## config.mk

```make
export PLATFORM = sky130hd
export DESIGN_NAME = lde_div
export DESIGN_NICKNAME = d
export VERILOG_FILES = /design/src/design/lde_pkg.sv /design/src/design/lde_div.sv
export SDC_FILE = /design/constraint.sdc
export NUM_CORES = 2
export LEC_CHECK = 0
export BUFFER_PORTS_ARGS = -buffer_cell sky130_fd_sc_hd__clkbuf_2
export CORE_MARGIN = 1.5
export CORE_UTILIZATION = 43
export DETAILED_ROUTE_END_ITERATION = 8
export MAX_ROUTING_LAYER = met4
export PLACE_DENSITY = 0.64
export SYNTH_ARGS = -nofsm -noshare
export SYNTH_HDL_FRONTEND = slang
export SYNTH_MEMORY_MAX_BITS = 65536
export SYNTH_SLANG_ARGS = --single-unit
```

## constraint.sdc

```tcl
create_clock -name i_clk -period 4.25 [get_ports i_clk]
set_clock_uncertainty 0.1 [all_clocks]
set_input_delay 0.2125 -clock i_clk [delete_from_list [all_inputs] [get_ports i_clk]]
set_output_delay 0.2125 -clock i_clk [all_outputs]
set_load 0.05 [all_outputs]
```

## src/design/lde_pkg.sv

```systemverilog
`default_nettype none
package lde_pkg;

    localparam int DIV_BITS = 32;               // quotient bits produced by the divider
    localparam int FRAC     = 24;               // fractional bits of normalized values
    localparam int DIV_LAT  = DIV_BITS + 1;     // divider register stages
    localparam int CFG_IDX_W = 2;

    localparam logic signed [31:0] ONE_Q24     = 32'sd16777216;
    localparam logic signed [31:0] K1_RESET    = 32'sd2630667;
    localparam logic signed [31:0] P0_RESET    = -32'sd397284;
    localparam logic signed [31:0] P1_RESET    = -32'sd794569;
    localparam logic signed [31:0] Q_MAX       = 32'sh7fffffff;
    localparam logic signed [31:0] Q_MIN       = 32'sh80000000;

    typedef enum logic [CFG_IDX_W-1:0] {
        REG_RADIAL = 2'd0,
        REG_TAN_A  = 2'd1,
        REG_TAN_B  = 2'd2
    } t_reg_idx;

    typedef struct packed {
        logic              f;   // clipped
        logic signed [31:0] v;
    } t_satv;

    // point fields carried alongside the divider
    typedef struct packed {
        logic signed [31:0] x;
        logic signed [31:0] y;
        logic signed [31:0] z;
        logic               corr;
    } t_side;

    typedef struct packed {
        logic signed [31:0] k1;
        logic signed [31:0] p0;
        logic signed [31:0] p1;
    } t_coef;

    function automatic t_satv sat64(input logic signed [63:0] v);
        t_satv r;
        if (v > 64'(Q_MAX)) begin
            r.f = 1'b1;
            r.v = Q_MAX;
        end else if (v < 64'(Q_MIN)) begin
            r.f = 1'b1;
            r.v = Q_MIN;
        end else begin
            r.f = 1'b0;
            r.v = v[31:0];
        end
        return r;
    endfunction

    // signed quotient from magnitude quotient, overflow and sign
    function automatic t_satv sat_quo(input logic [31:0] q, input logic ovf, input logic neg);
        t_satv r;
        if (!neg) begin
            if (ovf || q[31]) begin
                r.f = 1'b1;
                r.v = Q_MAX;
            end else begin
                r.f = 1'b0;
                r.v = q;
            end
        end else begin
            if (ovf || (q > 32'h80000000)) begin
                r.f = 1'b1;
                r.v = Q_MIN;
            end else begin
                r.f = 1'b0;
                r.v = 32'(-q);
            end
        end
        return r;
    endfunction

endpackage
`default_nettype wire

```

## src/design/lde_div.sv

```systemverilog
`default_nettype none
// pipelined restoring divider, an entry stage, then one quotient bit per stage
module lde_div import lde_pkg::*; (
    input  wire logic        i_clk,
    input  wire logic        i_en,
    input  wire logic [31:0] i_mag,
    input  wire logic [31:0] i_den,
    output logic [31:0]      o_quo,
    output logic             o_ovf
);

    logic [31:0] r_rem [0:DIV_BITS];
    logic [31:0] r_quo [0:DIV_BITS];
    logic [31:0] r_mag [0:DIV_BITS];
    logic [31:0] r_den [0:DIV_BITS];
    logic        r_ovf [0:DIV_BITS];

    // quotient of 2^32 or more shows up as high dividend bits >= divisor
    always_ff @(posedge i_clk) begin
        if (i_en) begin
            r_rem[0] <= i_mag >> (DIV_BITS - FRAC);
            r_quo[0] <= '0;
            r_mag[0] <= i_mag;
            r_den[0] <= i_den;
            r_ovf[0] <= (i_mag >> (DIV_BITS - FRAC)) >= i_den;
        end
    end

    for (genvar k = 1; k <= DIV_BITS; k++) begin : g_stage
        localparam int J = DIV_BITS - k;
        logic        nbit;
        logic [32:0] tr;
        logic        ge;
        logic [31:0] n_rem;

        if (J >= FRAC) begin : g_hi
            assign nbit = r_mag[k-1][J-FRAC];
        end else begin : g_lo
            assign nbit = 1'b0;
        end

        always_comb begin
            tr    = {r_rem[k-1], nbit};
            ge    = tr >= {1'b0, r_den[k-1]};
            n_rem = ge ? 32'(tr - {1'b0, r_den[k-1]}) : tr[31:0];
        end

        always_ff @(posedge i_clk) begin
            if (i_en) begin
                r_rem[k] <= n_rem;
                r_quo[k] <= {r_quo[k-1][30:0], ge};
                r_mag[k] <= r_mag[k-1];
                r_den[k] <= r_den[k-1];
                r_ovf[k] <= r_ovf[k-1];
            end
        end
    end

    assign o_quo = r_quo[DIV_BITS];
    assign o_ovf = r_ovf[DIV_BITS];

endmodule
`default_nettype wire

```

== After elaboration in Yosys (flattened, before gate mapping) ==
Memories as Yosys holds them, arrays and structs flattened.
Index checks and enable logic that the tools add are counted.

* Output and inout port bits: 33
* Flip-flop bits (word level): 0
* Bits in latches: 0
* Word-level logic and storage cells: 104
* Bits in writable memories: 4257
* Memories: 5
* Memory bits (read-only): 0
* Bits of input ports: 66

{| class="wikitable"
|+ Memory list
! memory !! words !! bits a word !! read ports !! clocked after memory_dff !! wr ports !! RTL line !! source
|-
| r_den || 33 || 32 || 32 || 0 || 33 || lde_div.sv:15 || <nowiki>logic [31:0] r_den [0:DIV_BITS];</nowiki>
|-
| r_mag || 33 || 32 || 32 || 0 || 33 || lde_div.sv:14 || <nowiki>logic [31:0] r_mag [0:DIV_BITS];</nowiki>
|-
| r_quo || 33 || 32 || 33 || 0 || 33 || lde_div.sv:13 || <nowiki>logic [31:0] r_quo [0:DIV_BITS];</nowiki>
|-
| r_rem || 33 || 32 || 32 || 0 || 33 || lde_div.sv:12 || <nowiki>logic [31:0] r_rem [0:DIV_BITS];</nowiki>
|-
| r_ovf || 33 || 1 || 33 || 0 || 33 || lde_div.sv:16 || <nowiki>logic r_ovf [0:DIV_BITS];</nowiki>
|}

* Shift operators: 0
* Bitwise gates (word level): 0
* Order comparisons: 33
* Reduce and logical (&&, ||, !) cells: 0
* Equal/unequal tests: 0
* Muxes and demuxes: 34
* Multiply operators: 0
* Divide/modulo/power cells: 0
* Add/sub/neg operators: 32

{| class="wikitable"
|+ Operator list
! kind !! number
|-
| 33-bit by 32-bit greater-or-equal comparator with 1-bit output || 32
|-
| 32-bit 2-to-1 mux || 32
|-
| 32-bit subtractor || 32
|-
| 24-bit by 32-bit greater-or-equal comparator with 1-bit output || 1
|-
| 1-bit 2-to-1 mux || 2
|}

== Longest topological paths before layout ==
An unclocked memory read counts as a cell.

* Depth after elaboration: 3
* Depth in mapped cells: 16
* Depth with buffers taken out: 14

== Worst setup path before layout ==
Ideal clock, no wire load.

* Kind: reg-to-reg
* From: mem r_rem[11][0], in the netlist r_rem[0][352]
* To: mem r_rem[12][6], in the netlist r_rem[0][390] (data pin)
* Data required time: 3.890 ns
* Clock period less this slack: 3.594 ns
* Stages on the path, launching flop included: 14
* Setup time: 0.260 ns
* Slack: 0.656 ns
* Arrival: 3.234 ns
* Buffers on the path: 2
* Cells stage by stage: edfxtp_1 ha_1 nor2b_1 o31a_1 o21ai_1 a31oi_2 a211oi_1 o31ai_1 o41a_2 a221oi_1 o41a_1 buf_2 buf_4 mux2_2

{| class="wikitable"
|+ RTL lines
! element !! RTL line
|-
| start: declaration || lde_div.sv:12
|}

==> qor.txt <==
Multi-input gate area: 0.05865 mm^2
DP Wirelength: 244400 um
Die Span Y: 581.7 um
Setup TNS: 0 ps
P per Cell Area: 749.5 mW/mm^2
Dominant register cell in the synthesized netlist: edfxtp_1
Worst-Skew Late Latency: 940 ps
Number of clock sinks: 2637
Setup violations, final: 0
Min-delay worst type: flop to flop
Critical path endpoint category: flop
Register area share after synthesis: 54.99%
Ratio of cells with drive above 1 in the final layout: 8.300%
# DRC: 0
Synthesized Nets: 13865
Post-synthesis xor/xnor area fraction: 5.109%
Remaining antenna violation count after routing: 0
Max incr delay on CP: 460 ps
Compound-gate portion of the synthesized area: 14.84%
Fin worst setup slack: 230.8 ps
CTS clk-pin slew, worst paths: 60 ps
Actual slew at the worst max-slew pin: 1162 ps
RSZ-0062 raised after global routing: false
DR pass1 iterations: 6
Initial antenna violation count: 2
Hold Violations, Final: 0
GR Overflow Total: 0
Area Growth Syn to Fin: 12.40%
Synth Instances: 12728
Post-synthesis mux area share: 2.044%
First-pass GRT wire length: 513700 um
Post-CTS Setup Inserts: 0
Total number of vias: 94925
IO Pins: 99
Nets: 14233
Ys Warns: 0
Worst slew margin: 20.51%
Synth Area in Simple Gates: 9.067%
WL/cell: 18.57 um
Total CTS buffers: 301
Async SR Flop Fraction: 0%
Critical path class: flop to flop
Gpl congestion: 0.9105
Minimum clock period: 4019 ps
Adder-cell share of the synthesized area: 9.467%
Synth cell types: 96
Cells along the critical path: inv_1 -> ha_1 -> o21a_1 -> a211o_1 -> a31oi_1 -> buf_4 -> o31ai_1 -> o211ai_1 -> a211oi_1 -> o21ai_0 -> o21ai_4 -> buf_12 -> mux2_2
Syn Area/Cell: 11.31 um^2
Worst path slowest cell: o31ai_1
Delay-heaviest family, CP: compound AO/OA/AOI/OAI gates
Critical path startpoint category: flop
Port buffer count: 98
CTS tree: yes
Fmax: 248.8 MHz
Yosys reg bits: 2637
Vias/cell: 5.359
Root buffer cell: clkbuf_16
H-tree levels: 5
Req. time, crit path: 4790 ps
Vias in the first global route: 91288
# fillers: 29768
Core ar.: 0.3334 mm^2
Main combinational cell family by area after synthesis: compound AO/OA/AOI/OAI gates
Max_cap viols: 0
Post-synth EDFFs: 2637
Pin count of the biggest net entering global routing: 186
CP Data Arrival Time: 4560 ps
Leak pwr: 65.98 nW
DRT Wirelength: 329000 um
Register Area: 0.07919 mm^2
Worst vdd ir: 389.9 uV
Num rows: 212
GRT Overall Usage: 19.58%
Width of the die: 581.7 um
Die Area: 0.3384 mm^2
Pre-CTS setup slack: 149.3 ps
Slew Limit Fails: 0
Clock Tree Buf Depth: 4
Status: finished, final reports clean
Final period util: 94.57%
Critical-path maximum fanout: 34
Starting Density: 43.19%
CP bufs+invs: 3
Mapped Area: 0.1440 mm^2
Initial DRC Count: 7051
## synthesized netlist by cell type (54+ instances only)
cell type / number / area (um^2)
nor2_1: 744 / 2793
nor2b_1: 164 / 1026
nand2b_1: 152 / 950.9
and3_1: 85 / 531.8
edfxtp_1: 2637 / 79190
o21a_1: 125 / 938.4
clkbuf_1: 252 / 945.9
ha_1: 1040 / 13010
a211oi_1: 93 / 698.2
a31oi_1: 97 / 606.8
o21bai_1: 106 / 795.8
nand2_1: 962 / 3611
nand4_1: 142 / 888.4
o31ai_1: 75 / 563.0
inv_1: 1289 / 4838
xnor2_1: 484 / 4239
o21ai_0: 891 / 4459
a21oi_1: 1100 / 5505
nand3_1: 205 / 1026
nor3_1: 119 / 595.6
mux2_2: 231 / 2601
xor2_1: 356 / 3118
a21o_1: 540 / 4054
and2_1: 54 / 337.8
## metal layers
layer / vias up / track usage (%) / part of all wire (%)
met3: 523 / 2.147 / 4.3
met1: 45326 / 24.87 / 44
met5: - / - / 0
met2: 1926 / 33.29 / 49
met4: 0 / 5.156 / 2.6
li1: 47150 / - / -
## per-stage QoR
stage / cell area [um^2] / power, W / util [%] / hold WS [ps] / instances
finish: 161900 / 0.1213 / 48.55 / 288.6 / 17714
global route: 161900 / 0.1299 / 48.55 / 292.5 / 17714
detailed placement: 150700 / 0.09536 / 45.19 / 291.1 / 17050
global placement: 150700 / 0.09507 / 45.19 / 291.3 / 17050
CTS: 161800 / 0.1221 / 48.53 / 244.2 / 17711
floorplan: 144000 / 0.08056 / - / 211.4 / 12728
## cells in the final DEF, fill, tap and decap left out, types with 310 or more instances in the layout
cell type,instances
edfxtp_1,2637
inv_1,1289
a21oi_1,1093
ha_1,1040
nand2_1,962
o21ai_0,891
nor2_1,744
a21o_1,540
xnor2_1,484
xor2_1,356
clkbuf_16,310
## state kept, by name, indices dropped and copies added (netlist names)
name   count
r_den   1024
r_rem    992
r_quo    528
r_mag     60
r_ovf     33
## path summary, 6_finish.rpt
check / start / end / slack, ps / cells after the start
worst max register to register: r_den[0][418]$_DFFE_PP_ / r_rem[0][472]$_DFFE_PP_ / 230 / 13
worst min-delay path: r_quo[0][673]$_DFFE_PP_ / r_quo[0][706]$_DFFE_PP_ / 290 / 0
worst max-delay path: r_den[0][418]$_DFFE_PP_ / r_rem[0][472]$_DFFE_PP_ / 230 / 13
worst min register to register: r_quo[0][673]$_DFFE_PP_ / r_quo[0][706]$_DFFE_PP_ / 290 / 0
## repair_timing
item	4_1_cts	5_1_grt
endpoints found under the hold margin	393	0
hold buffers	129	0
gates resized for setup	0	12
setup endpoints to repair	0	84
## layout make-up
| class | count | share of cell area, % |
|---|---|---|
| Clock buffer | 341 | 4.864 |
| Inverter | 1289 | 2.989 |
| Timing Repair Buffer | 425 | 2.384 |
| Sequential cell | 2637 | 48.92 |
| Antenna cell | 2 | 0.003092 |
| Tap cell | 4387 | 3.391 |
| Multi-Input combinational cell | 8442 | 36.23 |
| Clock inverter | 191 | 1.213 |
## kinds of logic (layout without fill, tap and decap cells)
logic type,count (synthesis),after routing
other,0,2
AO/OA/AOI/OAI,3464,3465
flip-flops,2637,2637
buffers and inverters,1650,2246
AND/OR/NAND/NOR,2808,2808
multiplexers,258,258
adder cells (fa/ha/maj),1071,1071
XOR/XNOR,840,840
## where the power goes
part	internal (W)	switching, W	leakage, nW	total [W]
Sequential	0.0380	0.00443	25.8	0.0425
Combinational	0.0232	0.0298	35.4	0.0529
Clock	0.0152	0.0107	4.79	0.0259
## worst reg2reg max path: stages (launching register included)
cell and delay [ps]:
edfxtp_1 440, inv_1 70, ha_1 350, o21a_1 170, a211o_1 210, a31oi_1 150
buf_4 180, o31ai_1 460, o211ai_1 260, a211oi_1 320, o21ai_0 220, o21ai_4 270
buf_12 230, mux2_2 360
Note: power is estimated with default switching activity, not from simulation.
